--- src/sv/clws_pkg.sv ---
`timescale 1ns / 1ps
// ----------------------------------------------------------------------------
// clws_pkg
// Shared types and constants of the character LCD write sequencer.
// ----------------------------------------------------------------------------
package clws_pkg;

	localparam int QUEUE_DEPTH = 4;

	localparam logic [2:0] OP_CMD   = 3'd0;
	localparam logic [2:0] OP_CHAR  = 3'd1;
	localparam logic [2:0] OP_MOVE  = 3'd2;
	localparam logic [2:0] OP_NUM   = 3'd3;
	localparam logic [2:0] OP_SHIFT = 3'd4;
	localparam logic [2:0] OP_CLEAR = 3'd5;
	localparam logic [2:0] OP_INIT  = 3'd6;

	localparam logic REG_FOUR_BIT  = 1'b0;
	localparam logic REG_DISP_CTRL = 1'b1;

	localparam logic       FOUR_BIT_RESET  = 1'b1;
	localparam logic [7:0] DISP_CTRL_RESET = 8'h0C;

	localparam logic [7:0] FUNC_SET_8  = 8'h38;
	localparam logic [7:0] FUNC_SET_4  = 8'h28;
	localparam logic [7:0] RETURN_HOME = 8'h02;
	localparam logic [7:0] CLEAR_CMD   = 8'h01;
	localparam logic [7:0] DDRAM_SET   = 8'h80;
	localparam logic [7:0] SHIFT_BASE  = 8'h10;
	localparam logic [7:0] CH_ZERO     = 8'h30;
	localparam logic [7:0] CH_MINUS    = 8'h2D;

	localparam logic [5:0] INIT_PAUSE_MS = 6'd35;
	localparam logic [1:0] EN_SHORT_MS   = 2'd1;
	localparam logic [1:0] EN_LONG_MS    = 2'd2;

	// one byte for the bus
	typedef struct packed {
		logic       rs;
		logic [7:0] data;
		logic       pre;
		logic       last;
		logic       tail;
	} clws_req_t;

endpackage

--- src/sv/clws_front.sv ---
`timescale 1ns / 1ps
// ----------------------------------------------------------------------------
// clws_front
// Accepts operations and breaks them into byte requests; converts numbers
// to decimal with a bit-serial shift-add-3 pass.
// ----------------------------------------------------------------------------
module clws_front (
	input  logic                clk,
	input  logic                arst_n,
	input  logic                in_valid,
	output logic                in_ready,
	input  logic [2:0]          operation,
	input  logic [7:0]          byte_value,
	input  logic                row,
	input  logic [5:0]          column,
	input  logic signed [31:0]  number,
	input  logic [1:0]          shift_direction,
	input  logic                four_bit,
	input  logic [7:0]          disp_ctrl,
	output logic                push_valid,
	input  logic                push_ready,
	output clws_pkg::clws_req_t push_req
);

	localparam logic [2:0] S_IDLE   = 3'd0;
	localparam logic [2:0] S_SINGLE = 3'd1;
	localparam logic [2:0] S_CONV   = 3'd2;
	localparam logic [2:0] S_SIGN   = 3'd3;
	localparam logic [2:0] S_DIG    = 3'd4;
	localparam logic [2:0] S_INIT   = 3'd5;

	logic [2:0]  state_q;
	logic [4:0]  cnt_q;
	logic [3:0]  idx_q;
	logic        started_q;
	logic [1:0]  step_q;
	logic [7:0]  byte_q;
	logic        rs_q;
	logic        tail_q;
	logic        neg_q;
	logic [31:0] bin_q;
	logic [39:0] bcd_q;

	logic [31:0] mag;
	logic [39:0] bcd_adj;
	logic        dig_push;
	logic [1:0]  init_final;
	logic [7:0]  init_byte;

	function automatic logic [39:0] dabble_adjust(input logic [39:0] v);
		logic [39:0] r;
		r = v;
		for (int i = 0; i < 10; i++) begin
			if (v[i*4 +: 4] >= 4'd5)
				r[i*4 +: 4] = v[i*4 +: 4] + 4'd3;
		end
		return r;
	endfunction

	assign mag        = number[31] ? (32'd0 - unsigned'(number)) : unsigned'(number);
	assign bcd_adj    = dabble_adjust(bcd_q);
	assign dig_push   = started_q || (bcd_q[39:36] != 4'd0);
	assign init_final = four_bit ? 2'd3 : 2'd2;
	assign in_ready   = (state_q == S_IDLE);

	always_comb begin
		init_byte = clws_pkg::CLEAR_CMD;
		if (four_bit) begin
			case (step_q)
				2'd0:    init_byte = clws_pkg::RETURN_HOME;
				2'd1:    init_byte = clws_pkg::FUNC_SET_4;
				2'd2:    init_byte = disp_ctrl;
				default: init_byte = clws_pkg::CLEAR_CMD;
			endcase
		end else begin
			case (step_q)
				2'd0:    init_byte = clws_pkg::FUNC_SET_8;
				2'd1:    init_byte = disp_ctrl;
				default: init_byte = clws_pkg::CLEAR_CMD;
			endcase
		end
	end

	always_comb begin
		push_valid    = 1'b0;
		push_req.rs   = rs_q;
		push_req.data = byte_q;
		push_req.pre  = 1'b0;
		push_req.last = 1'b0;
		push_req.tail = 1'b0;
		case (state_q)
			S_SINGLE: begin
				push_valid    = 1'b1;
				push_req.last = 1'b1;
				push_req.tail = tail_q;
			end
			S_SIGN: begin
				push_valid    = 1'b1;
				push_req.rs   = 1'b1;
				push_req.data = clws_pkg::CH_MINUS;
			end
			S_DIG: begin
				push_valid    = dig_push;
				push_req.rs   = 1'b1;
				push_req.data = clws_pkg::CH_ZERO | {4'd0, bcd_q[39:36]};
				push_req.last = (idx_q == 4'd9);
			end
			S_INIT: begin
				push_valid    = 1'b1;
				push_req.rs   = 1'b0;
				push_req.data = init_byte;
				push_req.pre  = (step_q == 2'd0);
				push_req.last = (step_q == init_final);
				push_req.tail = (step_q == init_final) && four_bit;
			end
			default: ;
		endcase
	end

	always_ff @(posedge clk or negedge arst_n) begin
		if (!arst_n) begin
			state_q   <= S_IDLE;
			cnt_q     <= 5'd0;
			idx_q     <= 4'd0;
			started_q <= 1'b0;
			step_q    <= 2'd0;
		end else begin
			case (state_q)
				S_IDLE: begin
					if (in_valid) begin
						case (operation)
							clws_pkg::OP_CMD, clws_pkg::OP_CHAR, clws_pkg::OP_MOVE,
							clws_pkg::OP_SHIFT, clws_pkg::OP_CLEAR:
								state_q <= S_SINGLE;
							clws_pkg::OP_NUM: begin
								cnt_q   <= 5'd0;
								state_q <= (mag == 32'd0) ? S_SINGLE : S_CONV;
							end
							clws_pkg::OP_INIT: begin
								step_q  <= 2'd0;
								state_q <= S_INIT;
							end
							default: ;
						endcase
					end
				end
				S_SINGLE: begin
					if (push_ready)
						state_q <= S_IDLE;
				end
				S_CONV: begin
					cnt_q <= cnt_q + 5'd1;
					if (cnt_q == 5'd31) begin
						idx_q     <= 4'd0;
						started_q <= 1'b0;
						state_q   <= neg_q ? S_SIGN : S_DIG;
					end
				end
				S_SIGN: begin
					if (push_ready)
						state_q <= S_DIG;
				end
				S_DIG: begin
					if (!dig_push || push_ready) begin
						started_q <= started_q | dig_push;
						idx_q     <= idx_q + 4'd1;
						if (idx_q == 4'd9)
							state_q <= S_IDLE;
					end
				end
				S_INIT: begin
					if (push_ready) begin
						step_q <= step_q + 2'd1;
						if (step_q == init_final)
							state_q <= S_IDLE;
					end
				end
				default: state_q <= S_IDLE;
			endcase
		end
	end

	always_ff @(posedge clk) begin
		case (state_q)
			S_IDLE: begin
				tail_q <= 1'b0;
				rs_q   <= 1'b0;
				neg_q  <= number[31];
				bin_q  <= mag;
				bcd_q  <= 40'd0;
				case (operation)
					clws_pkg::OP_CMD:   byte_q <= byte_value;
					clws_pkg::OP_CHAR: begin
						byte_q <= byte_value;
						rs_q   <= 1'b1;
					end
					clws_pkg::OP_MOVE:
						byte_q <= ({2'b00, column} + {1'b0, row, 6'd0}) | clws_pkg::DDRAM_SET;
					clws_pkg::OP_NUM: begin
						byte_q <= clws_pkg::CH_ZERO;
						rs_q   <= 1'b1;
					end
					clws_pkg::OP_SHIFT:
						byte_q <= clws_pkg::SHIFT_BASE | {4'd0, shift_direction, 2'b00};
					clws_pkg::OP_CLEAR: begin
						byte_q <= clws_pkg::CLEAR_CMD;
						tail_q <= four_bit;
					end
					default: byte_q <= byte_value;
				endcase
			end
			S_CONV: begin
				bcd_q <= {bcd_adj[38:0], bin_q[31]};
				bin_q <= {bin_q[30:0], 1'b0};
			end
			S_DIG: begin
				if (!dig_push || push_ready)
					bcd_q <= {bcd_q[35:0], 4'd0};
			end
			default: ;
		endcase
	end

endmodule

--- src/sv/clws_queue.sv ---
`timescale 1ns / 1ps
// ----------------------------------------------------------------------------
// clws_queue
// Small request queue between the front and the bus sequencer.
// ----------------------------------------------------------------------------
module clws_queue #(
	parameter int DEPTH = clws_pkg::QUEUE_DEPTH  // power of two, 2 or more
) (
	input  logic                clk,
	input  logic                arst_n,
	input  logic                push_valid,
	output logic                push_ready,
	input  clws_pkg::clws_req_t push_req,
	output logic                pop_valid,
	input  logic                pop_ready,
	output clws_pkg::clws_req_t pop_req
);

	localparam int AW = $clog2(DEPTH);

	clws_pkg::clws_req_t mem_q [DEPTH];
	logic [AW:0] wr_ptr_q;
	logic [AW:0] rd_ptr_q;

	assign pop_valid  = (wr_ptr_q != rd_ptr_q);
	assign push_ready = !((wr_ptr_q[AW] != rd_ptr_q[AW]) &&
	                      (wr_ptr_q[AW-1:0] == rd_ptr_q[AW-1:0]));
	assign pop_req    = mem_q[rd_ptr_q[AW-1:0]];

	always_ff @(posedge clk or negedge arst_n) begin
		if (!arst_n) begin
			wr_ptr_q <= '0;
			rd_ptr_q <= '0;
		end else begin
			if (push_valid && push_ready)
				wr_ptr_q <= wr_ptr_q + (AW+1)'(1);
			if (pop_valid && pop_ready)
				rd_ptr_q <= rd_ptr_q + (AW+1)'(1);
		end
	end

	always_ff @(posedge clk) begin
		if (push_valid && push_ready)
			mem_q[wr_ptr_q[AW-1:0]] <= push_req;
	end

endmodule

--- src/sv/clws_back.sv ---
`timescale 1ns / 1ps
// ----------------------------------------------------------------------------
// clws_back
// Turns byte requests into enable strobes, one or two nibbles per byte,
// through a registered output stage.
// ----------------------------------------------------------------------------
module clws_back (
	input  logic                clk,
	input  logic                arst_n,
	input  logic                four_bit,
	input  logic                req_valid,
	output logic                req_ready,
	input  clws_pkg::clws_req_t req,
	output logic                out_valid,
	input  logic                out_ready,
	output logic                register_select,
	output logic [7:0]          bus_value,
	output logic [1:0]          enable_high_ms,
	output logic [5:0]          pause_before_ms,
	output logic                pause_after_ms,
	output logic                last
);

	clws_pkg::clws_req_t cur_q;
	logic busy_q;
	logic phase_q;
	logic out_valid_q;
	logic fire;
	logic high_nib;

	assign req_ready = !busy_q;
	assign fire      = busy_q && (!out_valid_q || out_ready);
	assign high_nib  = four_bit && !phase_q;
	assign out_valid = out_valid_q;

	always_ff @(posedge clk or negedge arst_n) begin
		if (!arst_n) begin
			busy_q      <= 1'b0;
			phase_q     <= 1'b0;
			out_valid_q <= 1'b0;
		end else begin
			if (fire)
				out_valid_q <= 1'b1;
			else if (out_ready)
				out_valid_q <= 1'b0;
			if (req_valid && req_ready) begin
				busy_q  <= 1'b1;
				phase_q <= 1'b0;
			end else if (fire) begin
				if (high_nib)
					phase_q <= 1'b1;
				else
					busy_q <= 1'b0;
			end
		end
	end

	always_ff @(posedge clk) begin
		if (req_valid && req_ready)
			cur_q <= req;
		if (fire) begin
			register_select <= cur_q.rs;
			if (!four_bit)
				bus_value <= cur_q.data;
			else if (!phase_q)
				bus_value <= {4'd0, cur_q.data[7:4]};
			else
				bus_value <= {4'd0, cur_q.data[3:0]};
			enable_high_ms  <= high_nib ? clws_pkg::EN_SHORT_MS : clws_pkg::EN_LONG_MS;
			pause_before_ms <= (cur_q.pre && !phase_q) ? clws_pkg::INIT_PAUSE_MS : 6'd0;
			pause_after_ms  <= !high_nib && cur_q.tail;
			last            <= !high_nib && cur_q.last;
		end
	end

endmodule

--- src/sv/char_lcd_write_sequencer_core.sv ---
`timescale 1ns / 1ps
// ----------------------------------------------------------------------------
// char_lcd_write_sequencer_core
// Character LCD write sequencer: operations in, enable strobes out.
// ----------------------------------------------------------------------------
// One operation is taken at a time. A command, character, cursor move, shift
// or clear, or a zero number, is a single byte in the front; init issues its
// bytes in turn. A nonzero number passes through the bit-serial decimal
// conversion, a sign step if negative and ten digit steps. The bus side
// issues one strobe per cycle within a byte while out_ready holds, and takes
// a new byte only once the last is done, following the front via the queue.
module char_lcd_write_sequencer_core #(
	parameter int QUEUE_DEPTH = clws_pkg::QUEUE_DEPTH
) (
	input  logic               clk,
	input  logic               arst_n,
	input  logic               cfg_we,
	input  logic               cfg_index,
	input  logic [7:0]         cfg_data,
	input  logic               in_valid,
	output logic               in_ready,
	input  logic [2:0]         operation,
	input  logic [7:0]         byte_value,
	input  logic               row,
	input  logic [5:0]         column,
	input  logic signed [31:0] number,
	input  logic [1:0]         shift_direction,
	output logic               out_valid,
	input  logic               out_ready,
	output logic               register_select,
	output logic [7:0]         bus_value,
	output logic [1:0]         enable_high_ms,
	output logic [5:0]         pause_before_ms,
	output logic               pause_after_ms,
	output logic               last
);

	logic       four_bit_q;
	logic [7:0] disp_ctrl_q;

	logic                push_valid;
	logic                push_ready;
	clws_pkg::clws_req_t push_req;
	logic                pop_valid;
	logic                pop_ready;
	clws_pkg::clws_req_t pop_req;

	always_ff @(posedge clk or negedge arst_n) begin
		if (!arst_n) begin
			four_bit_q  <= clws_pkg::FOUR_BIT_RESET;
			disp_ctrl_q <= clws_pkg::DISP_CTRL_RESET;
		end else if (cfg_we) begin
			case (cfg_index)
				clws_pkg::REG_FOUR_BIT:  four_bit_q  <= cfg_data[0];
				clws_pkg::REG_DISP_CTRL: disp_ctrl_q <= cfg_data;
				default: ;
			endcase
		end
	end

	clws_front u_front (
		.clk             (clk),
		.arst_n          (arst_n),
		.in_valid        (in_valid),
		.in_ready        (in_ready),
		.operation       (operation),
		.byte_value      (byte_value),
		.row             (row),
		.column          (column),
		.number          (number),
		.shift_direction (shift_direction),
		.four_bit        (four_bit_q),
		.disp_ctrl       (disp_ctrl_q),
		.push_valid      (push_valid),
		.push_ready      (push_ready),
		.push_req        (push_req)
	);

	clws_queue #(
		.DEPTH (QUEUE_DEPTH)
	) u_queue (
		.clk        (clk),
		.arst_n     (arst_n),
		.push_valid (push_valid),
		.push_ready (push_ready),
		.push_req   (push_req),
		.pop_valid  (pop_valid),
		.pop_ready  (pop_ready),
		.pop_req    (pop_req)
	);

	clws_back u_back (
		.clk             (clk),
		.arst_n          (arst_n),
		.four_bit        (four_bit_q),
		.req_valid       (pop_valid),
		.req_ready       (pop_ready),
		.req             (pop_req),
		.out_valid       (out_valid),
		.out_ready       (out_ready),
		.register_select (register_select),
		.bus_value       (bus_value),
		.enable_high_ms  (enable_high_ms),
		.pause_before_ms (pause_before_ms),
		.pause_after_ms  (pause_after_ms),
		.last            (last)
	);

endmodule

--- config.mk ---
export PLATFORM = sky130hd
export DESIGN_NAME = char_lcd_write_sequencer_core
export DESIGN_NICKNAME = d
export VERILOG_FILES = /design/src/sv/clws_pkg.sv /design/src/sv/clws_front.sv /design/src/sv/clws_queue.sv /design/src/sv/clws_back.sv /design/src/sv/char_lcd_write_sequencer_core.sv
export SDC_FILE = /design/constraint.sdc
export NUM_CORES = 1
export LEC_CHECK = 0
export BUFFER_PORTS_ARGS = -buffer_cell sky130_fd_sc_hd__clkbuf_2
export CELL_PAD_IN_SITES_DETAIL_PLACEMENT = 1
export CELL_PAD_IN_SITES_GLOBAL_PLACEMENT = 2
export CORE_MARGIN = 1
export CORE_UTILIZATION = 43
export DETAILED_ROUTE_END_ITERATION = 12
export GPL_ROUTABILITY_DRIVEN = 1
export PLACE_DENSITY_LB_ADDON = 0.1
export SKIP_LAST_GASP = 1
export SYNTH_ARGS = -nofsm -noshare
export SYNTH_HDL_FRONTEND = slang
export SYNTH_HIERARCHICAL = 1
export SYNTH_SLANG_ARGS = --single-unit
export TNS_END_PERCENT = 30
--- constraint.sdc ---
create_clock -name clk -period 9.55 [get_ports clk]
set_clock_uncertainty 0.2 [all_clocks]
set_input_delay 1.91 -clock clk [delete_from_list [all_inputs] [get_ports clk]]
set_output_delay 1.91 -clock clk [all_outputs]
set_load 0.01 [all_outputs]
# Word level (Yosys, flattened, before mapping)
# Memories as Yosys holds them, arrays and structs flattened. A register that Yosys moved wholly into a read port is not among the register bits.
# Index checks and enable logic that the tools add are counted.
[totals]
reg_bits = 135
latchBits = 0
ramBits = 48
mem_bits_ro = 0
in_bits = 66
elab_cells = 191
mem_count = 1
[classes]
addsub = 17
n_mul = 0
div_mod_pow = 0
n_lt_le_gt_ge = 10
eq_ne = 31
n_shift = 0
muxes = 64
bitwise = 2
n_reduce_logical = 42
[memory_table]
columns = ["name", "depth", "word_bits", "read_ports", "rd_ports_with_merged_regs", "wr", "line_no", "rtl"]
rows = [
  ["u_queue.mem_q", 4, 12, 1, 1, 1, "clws_queue.sv:21", "clws_pkg::clws_req_t mem_q [DEPTH];"],
]
[op_table]
columns = ["cell", "n"]
rows = [
  ["one-hot mux 40 bit (3 select lines)", 1],
  ["one-hot mux 32 bit (2 select lines)", 1],
  ["two-way mux 4 bit", 12],
  [">= comparator 4 x 3 -> 1 bit, second input constant", 10],
  ["two-way mux 40 bit", 1],
  ["adder 4 x 2 -> 4 bit, second input constant", 9],
  ["logical NOT 32 bit", 1],
  ["two-way mux 32 bit", 1],
  ["one-hot mux 8 bit (4 select lines)", 1],
  ["subtractor 1 x 32 -> 32 bit, first input constant", 1],
  ["two-way mux 3 bit", 10],
  ["one-hot mux 9 bit (3 select lines)", 1],
  ["one-hot mux 8 bit (3 select lines)", 1],
  ["one-hot mux 3 bit (6 select lines)", 1],
  ["two-way mux 8 bit", 2],
  ["one-hot mux 8 bit (2 select lines)", 1],
  ["== test 3 bit, second input constant", 5],
  ["two-way mux 1 bit", 15],
  ["== test 3 x 2 -> 1 bit, second input constant", 4],
  ["inequality test 2 x 1 -> 1 bit, second input constant", 6],
  ["nonzero test 2 bit", 6],
  ["two-way mux 2 bit", 5],
  ["two-way mux 5 bit", 2],
  ["inequality test 2 bit, second input constant", 5],
  ["38 further kinds", 64],
]

# Longest topological paths before layout
[logic_depth]
ltp_word = 7
mapped_depth = 12

# By module
# Netlist, hierarchy kept.
[by_module_without_submodules]
columns = ["module", "instances", "cells_per_inst", "area_each_um2"]
rows = [
  ["clws_front", 1, 795, 6972.9],
  ["clws_queue", 1, 111, 2247.2],
  ["clws_back", 1, 58, 1086.0],
  ["char_lcd_write_sequencer_core", 1, 20, 342.8],
]

# Worst setup path after synthesis
# No wires, ideal clock.
[synth_path]
kind = "input to register"
from = "input port number[3]"
to = "register u_front.state_q[0]"
setup_ns = 0.096
t_arrival_ns = 4.804
slack_ns = 4.450
stages = 11
path_cell_list = "buf_2 > or4_1 > buf_2 > or4_4 > or3_1 > buf_2 > a32oi_1 > nand4_1 > or4_1 > o2111a_1 > o31ai_2"
[synth_via]
elab_chain_len = 7
[synth_rtl]
columns = ["element", "line_no", "rtl"]
rows = [
  ["start, declared", "char_lcd_write_sequencer_core.sv:26", "input logic signed [31:0] number,"],
  ["subtractor 1 x 32 -> 32 bit", "clws_front.sv:60", "assign mag = number[31] ? (32'd0 - unsigned'(number)) : unsigned'(number);"],
  ["two-way mux 32 bit (*)", "clws_front.sv:60", ""],
  ["logical NOT 32 bit (*)", "clws_front.sv:137", "state_q <= (mag == 32'd0) ? S_SINGLE : S_CONV;"],
  ["two-way mux 2 bit (*)", "clws_front.sv:137", ""],
  ["one-hot mux 3 bit (3 select lines) (*)", "clws_front.sv:131", "case (operation)"],
  ["two-way mux 3 bit (*)", "clws_front.sv:130", "if (in_valid) begin"],
  ["one-hot mux 3 bit (6 select lines) (*)", "clws_front.sv:128", "case (state_q)"],
  ["end signal, assigned", "clws_front.sv:137", ""],
  ["end signal, assigned", "clws_front.sv:156", "state_q <= neg_q ? S_SIGN : S_DIG;"],
  ["end, declared", "clws_front.sv:32", "logic [2:0] state_q;"],
]
# Mark *: on every way between the ends. The rest lies on a longest branch, timed or not. The select of a mux whose other input is x is not followed.
# A chain may end at the register's enable or synchronous reset.

# Worst setup path in the final report
[layout_path]
from = "input port number[0]"
to = "register u_front.state_q[0]"
# Same word-level chain as after synthesis.

==> metrics.yaml <==
run_status:
  status: "complete, no violations"
floorplan:
  dieWidth_um: 159.4
  die_y_um: 159.4
  core_area_mm2: 0.02432
  rows: 57
  start_util: 0.4379
  dieArea_mm2: 0.02540
  io_pins: 87
placement:
  dp.cells: 1342
  gp_congestion: 0.8040
  dpl.hpwl_um: 16910
  numPortBuffers: 83
detailed_routing:
  dr_total_vias: 7578
  first_pass_iters: 4
  drt_wl_total_um: 24140
  ant_nets: 0
  drc: 0
  drt-wirelength-per-cell_um: 17.57
  drt_iter0_markers: 449
  routed_via_density: 5.515
worst_setup_path:
  worst-r2r-cell-count: 10
  r2r-end: "u_front/state_q[1]"
  regToRegSetupSlack_ns: 6.02
  crit_type: "input pin to flop"
  path_cells: "clkbuf_2 -> inv_1 -> ha_1 -> or3b_1 -> or4_1 -> o31ai_1 -> xor2_1 -> nand4_1 -> or4_1 -> o2111a_1 -> o31ai_2"
  cp.required_ns: 9.70
  crit_path_end: "u_front/state_q[0]"
  crit_arrival_ns: 5.30
  cp_max_fo: 7
  startpoint: "number[0]"
  crit_top_cell: "or4_1"
  reg2reg_from: "u_front/state_q[1]"
  cp_slowest_stage_delay_ns: 0.65
  critPathCaptureType: "flop"
  slowest_stage: "or4_1"
  cp-start-kind: "input pin"
clock_network:
  clkLatencyLatePin_ns: 0.44
  cts.sinks: 190
  cts_tree: "built"
  clockBufferDepth: 2
  cts_resized: 0
  cts_setup_buffers: 0
  cts_max_level: 4
  hold_buffers: 0
  numCtsBuffers: 17
  path_clk_slew_ns: 0.08
  cts-root-buf: "clkbuf_16"
sta:
  slew_violations: 0
  max_freq_ghz: 0.1940
  setup_viol: 0
  fin_tns_setup_ns: 0
  worst_slew_pin_slew_ns: 0.9592
  period_minus_slack_ns: 5.155
  hold_viol_final: 0
  rsz0062_at_grt: "false"
  min_period_over_period: 0.5398
  slew_headroom: 0.3605
yosys:
  ys_async_sr_fraction: 0.1737
  synth_edf_count: 157
  synthCells: 984
  ys_ff_latch: 190
  yosysWarnings: 6
  ys.flop_type: "edfxtp_1"
  synth_area_mm2: 0.01065
  ys_types: 78
  synth_area_per_cell_um2: 10.82
  ys_seq_area_frac: 0.5206
min_path:
  hold_class: "flop to flop"
grt:
  grt_overflow: 0
  grt_pass1_wl_um: 40460
  antenna_found_initial: 0
  grtUsageTotal: 0.1969
  grt_max_degree: 60
  grt_pass1_vias: 7909
power:
  p_leak_nw: 4.428
  ir_drop_uv: 138.2
  fin_total_pwr_mw: 3.662
  power_density_mw_per_mm2: 306.4
layout:
  diodes: 0
  multi_input_area_mm2: 0.004701
  drive_above_1_share: 0.1743
  fillers: 2658
  regArea_mm2: 0.005544
  fin_cells: 1374
  area.growth.synth_to_final_pct: 12.23
  final_util: 0.4914
  nNetsFinal: 1138
flow_run:
  drv_cap: 0
==> layer usage <==
layer  global-route usage  up-vias  wire [um]
li1                     -     3741          -
met1               0.2681     3708      11660
met2               0.3309      108      11610
met3              0.02318       21        558
met4              0.05726        0        310
met5                    0        -          0
==> critical path, delay by kind of cell <==
kind                     cells  cell delay, ns
adder cells (fa/ha/maj)      1            0.30
AO/OA/AOI/OAI                3            0.75
buffers and inverters        2            0.22
AND/OR/NAND/NOR              4            1.89
XOR/XNOR                     1            0.23
==> flip-flops by register name (all words and copies together), names as in the netlist, 2 cells and up <==
| name | count |
|---|---|
| u_queue/mem_q | 48 |
| u_front/cnt_q | 5 |
| u_back/bus_value | 8 |
| u_front/state_q | 3 |
| u_front/bin_q | 32 |
| u_queue/rd_ptr_q | 3 |
| u_front/byte_q | 8 |
| u_queue/wr_ptr_q | 3 |
| u_front/idx_q | 4 |
| u_front/bcd_q | 40 |
| u_front/step_q | 2 |
| u_back/enable_high_ms | 2 |
| u_back/cur_q | 12 |
| disp_ctrl_q | 8 |
==> metrics by stage <==
step	hold slack (ns)	cell area, um^2	setup slack [ns]
3_3_place_gp	0.2118	11310	4.078
4_1_cts	0.2654	11950	4.410
5_1_grt	0.2740	11950	4.182
3_5_place_dp	0.2480	11310	3.949
6_report	0.2561	11950	4.395
2_1_floorplan	0.2003	10660	4.450
==> layout by cell type (no fill, tap or decap), drive strengths merged, types with 11 or more instances in the layout <==
cell    count
a211oi     11
a21oi      67
a22o       11
buf        11
clkbuf    100
dfrtp      30
edfxtp    157
ha         35
inv        49
mux2       16
mux4       12
nand2     104
nand2b     21
nand3      13
nor2       55
nor3       25
nor3b      15
o21ai      90
o31ai      18
or3        11
or4        12
xnor2      25
xor2       29
==> final cells by class <==
cell class / instances / area share
timing repair buffer: 94 / 0.04167
clock buffer: 17 / 0.03559
tap: 324 / 0.03392
inverter: 43 / 0.01350
sequential: 190 / 0.4639
multi-input combinational: 691 / 0.3933
clock inverter: 15 / 0.01811
==> power by group <==
group / switching [mW] / total (mW) / internal [mW]
sequential: 0.234 / 1.63 / 1.39
clock: 0.376 / 0.743 / 0.367
combinational: 0.791 / 1.29 / 0.500
total: 1.40 / 3.66 / 2.26
==> kinds of logic (layout without fill, tap and decap cells) <==
family	after synthesis	count (layout)	share of synthesized area
buffers and inverters	105	169	0.04148
other	1	3	0.0003521
AO/OA/AOI/OAI	255	255	0.1504
adder cells (fa/ha/maj)	35	35	0.04112
XOR/XNOR	54	54	0.04723
AND/OR/NAND/NOR	309	309	0.1485
flip-flops	190	190	0.5206
multiplexers	35	35	0.05029
==> Yosys cell counts, types with 3 or more instances <==
master	count	area, um^2
edfxtp_1	157	4715
nand2_1	103	386.6
o21ai_0	90	450.4
a21oi_1	67	335.3
nor2_1	55	206.5
inv_1	42	157.7
clkbuf_1	38	142.6
ha_1	35	437.9
dfrtp_1	30	750.7
xor2_1	27	236.5
nor3_1	25	125.1
xnor2_1	23	201.4
nand2b_1	21	131.4
o31ai_1	16	120.1
nor3b_1	15	112.6
mux2_2	12	135.1
mux4_2	12	270.3
nand3_1	12	60.06
a22o_1	11	96.34
or3_1	11	68.82
or4_1	11	82.58
a211oi_1	9	67.56
a22oi_1	8	60.06
and3_1	8	50.05
buf_1	8	30.03
buf_2	8	40.04
nor2b_1	8	50.05
mux2i_1	7	70.07
nor4_1	7	43.79
o41ai_1	7	61.31
buf_4	6	45.04
nand4b_1	6	52.55
o22ai_1	6	37.54
a31oi_1	5	31.28
nand4_1	5	31.28
a21o_1	4	30.03
and2b_2	4	35.03
mux2_4	4	60.06
a41oi_1	3	26.28
and2_1	3	18.77
and4_1	3	26.28
dfstp_2	3	78.83
o221ai_1	3	26.28
==> how the worst min path moves through the flow <==
stage / startpoint / slack (ns) / depth (start not counted) / endpoint
after floorplan: u_back/cur_q[11] / 0.20 / 0 / u_back/register_select
after global placement: u_back/cur_q[11] / 0.21 / 0 / u_back/register_select
after detailed placement: u_back/cur_q[11] / 0.25 / 0 / u_back/register_select
after CTS: u_back/cur_q[11] / 0.27 / 0 / u_back/register_select
after global routing: u_back/cur_q[11] / 0.27 / 0 / u_back/register_select
final: u_back/cur_q[11] / 0.26 / 0 / u_back/register_select
No activity file was read; power rests on OpenSTA's default activity.
